--- src/hw/rtl/rlpenc_pkg.sv ---
package rlpenc_pkg;

  localparam int unsigned QueueDepthDefault = 4;

  localparam logic [63:0] ShortLimit    = 64'd56;
  localparam logic [7:0]  StrShortBase  = 8'h80;
  localparam logic [7:0]  ListShortBase = 8'hC0;
  localparam logic [7:0]  StrLongBase   = 8'hB7;
  localparam logic [7:0]  ListLongBase  = 8'hF7;
  localparam logic [7:0]  BoolTrueByte  = 8'h01;
  localparam logic [7:0]  SmallByteTop  = 8'h80;

  typedef enum logic [1:0] {
    ACT_HEADER = 2'd0,
    ACT_STRING = 2'd1,
    ACT_BOOL   = 2'd2
  } action_e;

  typedef struct packed {
    logic [1:0]  action;
    logic        is_list;
    logic [63:0] pay_len;
    logic [7:0]  data_byte;
    logic        first_of_string;
    logic        bool_value;
  } in_item_t;

  typedef struct packed {
    logic [7:0] out_byte;
    logic       last_of_run;
  } out_item_t;

  // one classified request: optional head byte, length bytes, optional data byte
  typedef struct packed {
    logic        head_vld;
    logic [7:0]  head_byte;
    logic [3:0]  len_cnt;
    logic [63:0] len;
    logic        data_vld;
    logic [7:0]  data_byte;
  } desc_t;

  typedef struct packed {
    logic full;
    logic empty;
    logic push;
    logic pop;
  } q_status_t;

endpackage

--- src/hw/rtl/rlp_item_encoder_unit.sv ---
// channel | direction | handshake                     | payload
// in      | input     | in_valid_i / in_ready_o       | in_item_i  (rlpenc_pkg::in_item_t)
// out     | output    | out_valid_o / out_ready_i     | out_item_o (rlpenc_pkg::out_item_t)
//
// requests are classified in the cycle they arrive and enter a QueueDepth-entry queue
// the output gives one byte per cycle while requests wait and out_ready_i is high: a request
// gives an optional head byte, n length bytes (0 to 8) and an optional data byte, at most 10
// the first byte of a request accepted into an idle unit passes the queue, the current-request and the output register
// the input takes one request per cycle while the queue has room
// reset empties the queue and the output register; there is no clearing pass
// a stalled output holds its byte and the back end waits, the front keeps filling
module rlp_item_encoder_unit #(
  parameter int unsigned QueueDepth = rlpenc_pkg::QueueDepthDefault
) (
  input  logic                  clk_i,
  input  logic                  rst_ni,
  input  logic                  in_valid_i,
  output logic                  in_ready_o,
  input  rlpenc_pkg::in_item_t  in_item_i,
  output logic                  out_valid_o,
  input  logic                  out_ready_i,
  output rlpenc_pkg::out_item_t out_item_o
);
  import rlpenc_pkg::*;

  desc_t     push_desc;
  desc_t     q_desc;
  logic      push;
  logic      pop;
  logic      q_valid;
  q_status_t q_stat;

  rlpenc_front u_front (
    .in_valid_i (in_valid_i),
    .in_ready_o (in_ready_o),
    .in_item_i  (in_item_i),
    .full_i     (q_stat.full),
    .push_o     (push),
    .desc_o     (push_desc)
  );

  rlpenc_queue #(
    .Depth (QueueDepth)
  ) u_queue (
    .clk_i    (clk_i),
    .rst_ni   (rst_ni),
    .push_i   (push),
    .desc_i   (push_desc),
    .pop_i    (pop),
    .valid_o  (q_valid),
    .desc_o   (q_desc),
    .status_o (q_stat)
  );

  rlpenc_back u_back (
    .clk_i       (clk_i),
    .rst_ni      (rst_ni),
    .q_valid_i   (q_valid),
    .q_desc_i    (q_desc),
    .q_pop_o     (pop),
    .out_valid_o (out_valid_o),
    .out_ready_i (out_ready_i),
    .out_item_o  (out_item_o)
  );

  // queue never reports full and empty at once
  assert property (@(posedge clk_i) disable iff (!rst_ni)
    !(q_stat.full && q_stat.empty))
    else $error("queue full and empty together");

  // an unused action code never reaches the queue
  assert property (@(posedge clk_i) disable iff (!rst_ni)
    (in_valid_i && in_ready_o && in_item_i.action != ACT_HEADER &&
     in_item_i.action != ACT_STRING && in_item_i.action != ACT_BOOL) |-> !q_stat.push)
    else $error("unused action pushed a request");

  // a push with no pop leaves the queue non-empty next cycle
  assert property (@(posedge clk_i) disable iff (!rst_ni)
    (q_stat.push && !q_stat.pop) |=> !q_stat.empty)
    else $error("queue lost a pushed request");

  // the back end only pops while the queue holds something
  assert property (@(posedge clk_i) disable iff (!rst_ni)
    pop |-> !q_stat.empty)
    else $error("pop from empty queue");

endmodule

--- src/hw/rtl/rlpenc_front.sv ---
module rlpenc_front (
  input  logic               in_valid_i,
  output logic               in_ready_o,
  input  rlpenc_pkg::in_item_t in_item_i,
  input  logic               full_i,
  output logic               push_o,
  output rlpenc_pkg::desc_t  desc_o
);
  import rlpenc_pkg::*;

  logic [3:0]  nbytes;
  logic        is_short;
  logic        needs_push;
  logic [63:0] len;
  logic [7:0]  str_head;
  logic [3:0]  str_cnt;
  logic [7:0]  list_head;
  desc_t       desc;

  assign len = in_item_i.pay_len;

  // count of significant bytes in the length
  always_comb begin
    nbytes = '0;
    for (int i = 0; i < 8; i++) begin
      if (len[8*i +: 8] != 8'h00) nbytes = 4'(i + 1);
    end
  end

  assign is_short  = len < ShortLimit;
  assign str_head  = is_short ? (StrShortBase + len[7:0]) : (StrLongBase + {4'b0, nbytes});
  assign list_head = is_short ? (ListShortBase + len[7:0]) : (ListLongBase + {4'b0, nbytes});
  assign str_cnt   = is_short ? 4'd0 : nbytes;

  always_comb begin
    desc           = '0;
    desc.len       = len;
    desc.data_byte = in_item_i.data_byte;
    needs_push     = 1'b1;
    case (in_item_i.action)
      ACT_HEADER: begin
        desc.head_vld  = 1'b1;
        desc.head_byte = in_item_i.is_list ? list_head : str_head;
        desc.len_cnt   = str_cnt;
      end
      ACT_STRING: begin
        if (!in_item_i.first_of_string) begin
          desc.data_vld = 1'b1;
        end else if (len == 64'd0) begin
          desc.head_vld  = 1'b1;
          desc.head_byte = StrShortBase;
        end else if (len == 64'd1 && in_item_i.data_byte < SmallByteTop) begin
          desc.data_vld = 1'b1;
        end else begin
          desc.head_vld  = 1'b1;
          desc.head_byte = str_head;
          desc.len_cnt   = str_cnt;
          desc.data_vld  = 1'b1;
        end
      end
      ACT_BOOL: begin
        desc.head_vld  = 1'b1;
        desc.head_byte = in_item_i.bool_value ? BoolTrueByte : StrShortBase;
      end
      default: begin
        // unused action code produces no output
        needs_push = 1'b0;
      end
    endcase
  end

  assign in_ready_o = !full_i;
  assign push_o     = in_valid_i && !full_i && needs_push;
  assign desc_o     = desc;

endmodule

--- src/hw/rtl/rlpenc_queue.sv ---
module rlpenc_queue #(
  parameter int unsigned Depth = rlpenc_pkg::QueueDepthDefault
) (
  input  logic                  clk_i,
  input  logic                  rst_ni,
  input  logic                  push_i,
  input  rlpenc_pkg::desc_t     desc_i,
  input  logic                  pop_i,
  output logic                  valid_o,
  output rlpenc_pkg::desc_t     desc_o,
  output rlpenc_pkg::q_status_t status_o
);
  import rlpenc_pkg::*;

  localparam int unsigned IdxW = (Depth > 1) ? $clog2(Depth) : 1;
  localparam int unsigned CntW = $clog2(Depth + 1);

  desc_t            entries_q [Depth];
  logic [IdxW-1:0]  wr_ptr_q, wr_ptr_d;
  logic [IdxW-1:0]  rd_ptr_q, rd_ptr_d;
  logic [CntW-1:0]  count_q, count_d;
  logic             full;
  logic             empty;
  logic             do_push;
  logic             do_pop;

  assign full    = count_q == CntW'(Depth);
  assign empty   = count_q == '0;
  assign do_push = push_i && !full;
  assign do_pop  = pop_i && !empty;

  always_comb begin
    wr_ptr_d = wr_ptr_q;
    rd_ptr_d = rd_ptr_q;
    count_d  = count_q;
    if (do_push) begin
      wr_ptr_d = (wr_ptr_q == IdxW'(Depth - 1)) ? '0 : wr_ptr_q + 1'b1;
    end
    if (do_pop) begin
      rd_ptr_d = (rd_ptr_q == IdxW'(Depth - 1)) ? '0 : rd_ptr_q + 1'b1;
    end
    if (do_push && !do_pop) begin
      count_d = count_q + 1'b1;
    end else if (do_pop && !do_push) begin
      count_d = count_q - 1'b1;
    end
  end

  always_ff @(posedge clk_i or negedge rst_ni) begin
    if (!rst_ni) begin
      wr_ptr_q <= '0;
      rd_ptr_q <= '0;
      count_q  <= '0;
    end else begin
      wr_ptr_q <= wr_ptr_d;
      rd_ptr_q <= rd_ptr_d;
      count_q  <= count_d;
    end
  end

  always_ff @(posedge clk_i) begin
    if (do_push) entries_q[wr_ptr_q] <= desc_i;
  end

  assign valid_o  = !empty;
  assign desc_o   = entries_q[rd_ptr_q];
  assign status_o = '{full: full, empty: empty, push: do_push, pop: do_pop};

endmodule

--- src/hw/rtl/rlpenc_back.sv ---
module rlpenc_back (
  input  logic                  clk_i,
  input  logic                  rst_ni,
  input  logic                  q_valid_i,
  input  rlpenc_pkg::desc_t     q_desc_i,
  output logic                  q_pop_o,
  output logic                  out_valid_o,
  input  logic                  out_ready_i,
  output rlpenc_pkg::out_item_t out_item_o
);
  import rlpenc_pkg::*;

  logic        cur_vld_q, cur_vld_d;
  logic        head_pend_q, head_pend_d;
  logic [3:0]  cnt_q, cnt_d;
  logic        data_pend_q, data_pend_d;
  logic [7:0]  head_q, head_d;
  logic [63:0] len_q, len_d;
  logic [7:0]  data_q, data_d;
  logic        out_vld_q, out_vld_d;
  out_item_t   out_q, out_d;

  logic        advance;
  logic        is_last;
  logic        load;
  logic [7:0]  next_byte;
  logic [2:0]  len_idx;

  assign len_idx = 3'(cnt_q - 4'd1);
  assign advance = cur_vld_q && (!out_vld_q || out_ready_i);

  // pick the next byte of the current request and see if it ends the run
  always_comb begin
    if (head_pend_q) begin
      next_byte = head_q;
      is_last   = (cnt_q == 4'd0) && !data_pend_q;
    end else if (cnt_q != 4'd0) begin
      next_byte = len_q[{len_idx, 3'b000} +: 8];
      is_last   = (cnt_q == 4'd1) && !data_pend_q;
    end else begin
      next_byte = data_q;
      is_last   = 1'b1;
    end
  end

  assign load    = q_valid_i && (!cur_vld_q || (advance && is_last));
  assign q_pop_o = load;

  always_comb begin
    cur_vld_d   = cur_vld_q;
    head_pend_d = head_pend_q;
    cnt_d       = cnt_q;
    data_pend_d = data_pend_q;
    head_d      = head_q;
    len_d       = len_q;
    data_d      = data_q;
    out_vld_d   = out_vld_q && !out_ready_i;
    out_d       = out_q;

    if (advance) begin
      out_vld_d         = 1'b1;
      out_d.out_byte    = next_byte;
      out_d.last_of_run = is_last;
      if (head_pend_q) begin
        head_pend_d = 1'b0;
      end else if (cnt_q != 4'd0) begin
        cnt_d = cnt_q - 4'd1;
      end else begin
        data_pend_d = 1'b0;
      end
      if (is_last) cur_vld_d = 1'b0;
    end

    if (load) begin
      cur_vld_d   = 1'b1;
      head_pend_d = q_desc_i.head_vld;
      cnt_d       = q_desc_i.len_cnt;
      data_pend_d = q_desc_i.data_vld;
      head_d      = q_desc_i.head_byte;
      len_d       = q_desc_i.len;
      data_d      = q_desc_i.data_byte;
    end
  end

  always_ff @(posedge clk_i or negedge rst_ni) begin
    if (!rst_ni) begin
      cur_vld_q   <= 1'b0;
      head_pend_q <= 1'b0;
      cnt_q       <= '0;
      data_pend_q <= 1'b0;
      out_vld_q   <= 1'b0;
    end else begin
      cur_vld_q   <= cur_vld_d;
      head_pend_q <= head_pend_d;
      cnt_q       <= cnt_d;
      data_pend_q <= data_pend_d;
      out_vld_q   <= out_vld_d;
    end
  end

  always_ff @(posedge clk_i) begin
    head_q <= head_d;
    len_q  <= len_d;
    data_q <= data_d;
    out_q  <= out_d;
  end

  assign out_valid_o = out_vld_q;
  assign out_item_o  = out_q;

endmodule

--- config.mk ---
export PLATFORM = sky130hd
export DESIGN_NAME = rlp_item_encoder_unit
export DESIGN_NICKNAME = d
export VERILOG_FILES = /design/src/hw/rtl/rlpenc_pkg.sv /design/src/hw/rtl/rlp_item_encoder_unit.sv /design/src/hw/rtl/rlpenc_front.sv /design/src/hw/rtl/rlpenc_queue.sv /design/src/hw/rtl/rlpenc_back.sv
export SDC_FILE = /design/constraint.sdc
export NUM_CORES = 1
export LEC_CHECK = 0
export CAP_MARGIN = 5
export CORE_MARGIN = 2
export CORE_UTILIZATION = 55
export CTS_CLUSTER_SIZE = 25
export DETAILED_ROUTE_END_ITERATION = 8
export DONT_BUFFER_PORTS = 1
export PLACE_DENSITY_LB_ADDON = 0.25
export SLEW_MARGIN = 20
export SYNTH_ARGS = -nofsm -noshare
export SYNTH_HDL_FRONTEND = slang
export SYNTH_SLANG_ARGS = --single-unit
--- constraint.sdc ---
create_clock -name clk_i -period 6.2 [get_ports clk_i]
set_clock_uncertainty 0.2 [all_clocks]
set_input_delay 0.93 -clock clk_i [delete_from_list [all_inputs] [get_ports clk_i]]
set_output_delay 0.93 -clock clk_i [all_outputs]
set_load 0.02 [all_outputs]
==> flow_summary.json <==
{
  "p_clk_frac": 0.273,
  "ant_nets": 0,
  "whs_ns": 0.2823,
  "drt_iter0_drc": 771,
  "grt_overflow": 0,
  "cpPeakStageDelay_ns": 0.48,
  "drv_slew": 0,
  "outcome": "complete, no violations",
  "cp-start-kind": "input pin",
  "ys_ff_latch": 448,
  "cts.sinks": 448,
  "dieArea_sq_mm": 0.03241,
  "end_kind": "flop",
  "hold_violations": 0,
  "drv_cap": 0,
  "slew_headroom": 0.2780,
  "ys_warn_count": 0,
  "remaining_drc_errors": 0,
  "antenna_found_initial": 1,
  "worstPathRequired_ns": 6.27,
  "yosysSeqAreaShare": 0.7851,
  "fmax_mhz": 311.7,
  "crit_family": "compound AO/OA/AOI/OAI gates",
  "use_met2": 0.3226,
  "cts_repair_resize_count": 0,
  "syn_nets": 872,
  "viasPerCell": 6.208,
  "post-dp-hpwl_microns": 19770,
  "dr.pass1.iters": 5,
  "met1_usage": 0.2870,
  "num_antenna_cells": 0,
  "finalCritPeriodShare": 0.5175,
  "finalCriticalPeriod_ns": 3.208,
  "drive_above_1_share": 0.2201,
  "yosys.area.top_type": "edfxtp_1",
  "worst-path-max-fanout": 5,
  "swShare": 0.2799,
  "cts_setup_buffers": 0,
  "die_height_microns": 180.0,
  "synth_edf_count": 433,
  "grt_pass1_wl_microns": 49400,
  "final.setup.tns_ns": 0,
  "grt_pass1_vias": 8076,
  "finalWirelength_microns": 32580,
  "core_sq_mm": 0.03051,
  "worst_pin_slew_ns": 1.083,
  "synthCells": 779,
  "pin_count": 92,
  "numPortBuffers": 0,
  "grt.busiest_layer": "met2",
  "switching_power_mw": 2.470,
  "powerDensity_mw_per_mm2": 468.5,
  "path_class": "input pin to flop",
  "htreeDepth": 2,
  "synth_common_cells": "edfxtp_1 (433), mux4_2 (102), nand2_1 (28)",
  "synth_flop_cell": "edfxtp_1",
  "clock_tree.root_cell": "clkbuf_16",
  "vdd_drop_max_mv": 0.2595,
  "fill_cells": 2017,
  "vias": 7648,
  "route.detailed.wl_per_inst_microns": 26.45,
  "gp_routability_congestion": 0.8149,
  "cp.arrival_ns": 3.28,
  "p_leak_nw": 5.971,
  "critical_path_buf_inv_count": 1,
  "grtUsageMet3": 0.05133,
  "die_w_microns": 180.0,
  "yosysUniqueCellTypes": 46,
  "seqPwrFrac": 0.488,
  "grt_max_degree": 92,
  "synth.cell_area_sq_mm": 0.01704,
  "synth_top_area_share": 0.7631,
  "slowest_stage": "a311o_1",
  "finalSetupViolCount": 0,
  "clkSlewWorstSetupHoldPaths_ns": 0.06,
  "yosysMostFrequentCell": "edfxtp_1",
  "cp_common_cell": "ha_1",
  "clk_path_buf_depth": 3,
  "initial_core_util": 0.5585,
  "pwr-share-comb": 0.239,
  "clock_latency_ns": 0.54,
  "ys_async_sr_fraction": 0.03348,
  "row_count": 64,
  "cp_cell_sequence": "inv_1 > ha_1 > nor3b_1 > nand2_1 > a311o_1 > a31oi_1 > ha_1 > xor2_1 > a211oi_1",
  "syn_area_per_cell_sq_um": 21.87,
  "cts_buffers": 44,
  "nets": 898,
  "ys_top_cells_by_area": "edfxtp_1 (76%), mux4_2 (13%), dfrtp_1 (2.2%), ha_1 (0.81%), nand2_1 (0.62%)",
  "syn_to_final_growth_pct": 10.54,
  "track_usage": 0.2031,
  "p_int_mw": 6.355,
  "hold_class": "input pin to flop",
  "rsz0062_at_grt": "false",
  "cts_tree": "done"
}
power by group through the flow:
stage	combinational [mW]	clock [mW]	sequential [mW]
after floorplan	1.61	0	4.26
after CTS	2.15	2.45	4.31
after detailed placement	2.15	0	4.37
final	2.11	2.41	4.30
after global placement	2.11	0	4.34
after global routing	2.27	2.58	4.35
stage by stage:
step	std cells	cell area [sq um]	util	power, mW	worst slack [ns]
2_1_floorplan	779	17040	-	5.863	1.344
3_3_place_gp	1154	17510	0.5738	6.444	2.562
3_5_place_dp	1154	17510	0.5739	6.514	2.523
4_1_cts	1232	18820	0.6170	8.917	3.033
5_1_grt	1232	18840	0.6174	9.206	2.836
6_report	1232	18840	0.6174	8.825	2.992
registers in the layout, summed over array words and instances, names as in the netlist:
| name | count |
|---|---|
| u_back.head_q | 8 |
| u_queue.count_q | 3 |
| u_back.data_q | 8 |
| u_back.cur_vld_q | 1 |
| u_queue.rd_ptr_q | 2 |
| u_back.head_pend_q | 1 |
| u_queue.entries_q | 344 |
| u_back.out_item_o | 9 |
| u_back.cnt_q | 4 |
| u_back.data_pend_q | 1 |
| u_queue.wr_ptr_q | 2 |
| u_back.len_q | 64 |
| u_back.out_valid_o | 1 |
cell usage in the layout, fill, tap and decap left out, types with 4 or more instances in the layout:
master,count
a21oi_1,15
and2_4,4
buf_4,7
clkbuf_1,12
clkbuf_16,46
clkinv_1,9
clkinv_2,6
dfrtp_1,13
edfxtp_1,433
ha_1,11
inv_1,13
mux2_2,4
mux2i_1,9
mux4_2,102
nand2_1,28
nand2b_1,5
nand4_1,4
nor2_1,25
nor4_1,16
o21ai_0,19
worst paths after layout:
path                                     from                  endpoint  slack [ns]  cells after the start
min in group asynchronous              rst_ni        u_back.out_valid_o        0.71                      1
min reg2reg                u_queue.count_q[2]        u_queue.count_q[2]        0.33                      1
max in group asynchronous              rst_ni       u_queue.rd_ptr_q[0]        4.55                      1
max reg2reg                u_queue.count_q[0]  u_queue.entries_q[3][79]        3.10                      5
max                             in_item_i[16]  u_queue.entries_q[2][79]        2.99                      9
min                             in_item_i[70]  u_queue.entries_q[3][69]        0.28                      0
per-layer routing:
layer	share of wire	vias up
li1	-	3285
met1	0.42	4029
met2	0.49	275
met3	0.073	57
met4	0.023	2
met5	0.00040	-
final cells by class:
| class | count | area (sq um) | share of cell area |
|---|---|---|---|
| multi-input combinational | 288 | 3516 | 0.1867 |
| sequential | 448 | 13390 | 0.7106 |
| clock inverter | 18 | 95.09 | 0.005048 |
| tap | 396 | 495.5 | 0.02631 |
| clock buffer | 59 | 1210 | 0.06424 |
| timing repair buffer | 10 | 85.08 | 0.004517 |
| inverter | 13 | 48.80 | 0.002591 |
cell families (layout without fill, tap and decap cells):
| logic type | after synthesis | in the layout | share of synthesized area |
|---|---|---|---|
| flip-flops | 448 | 448 | 0.7851 |
| multiplexers | 115 | 115 | 0.1427 |
| AND/OR/NAND/NOR | 100 | 100 | 0.03011 |
| AO/OA/AOI/OAI | 54 | 54 | 0.01894 |
| buffers and inverters | 43 | 100 | 0.01028 |
| adder cells (fa/ha/maj) | 12 | 12 | 0.009252 |
| XOR/XNOR | 7 | 7 | 0.003598 |
worst register-to-register path, delay by kind of cell, from the launching register on:
kind	cells	cell delay (ns)
buffers and inverters	1	0.61
DFF	1	0.43
and+or+nand+nor	4	1.51
what timing repair did:
item / CTS / global route
hold buffers: 1 / 0
setup endpoints to repair: 0 / 0
hold endpoints to repair: 15 / 0
Power figures use the tool's default switching activity.
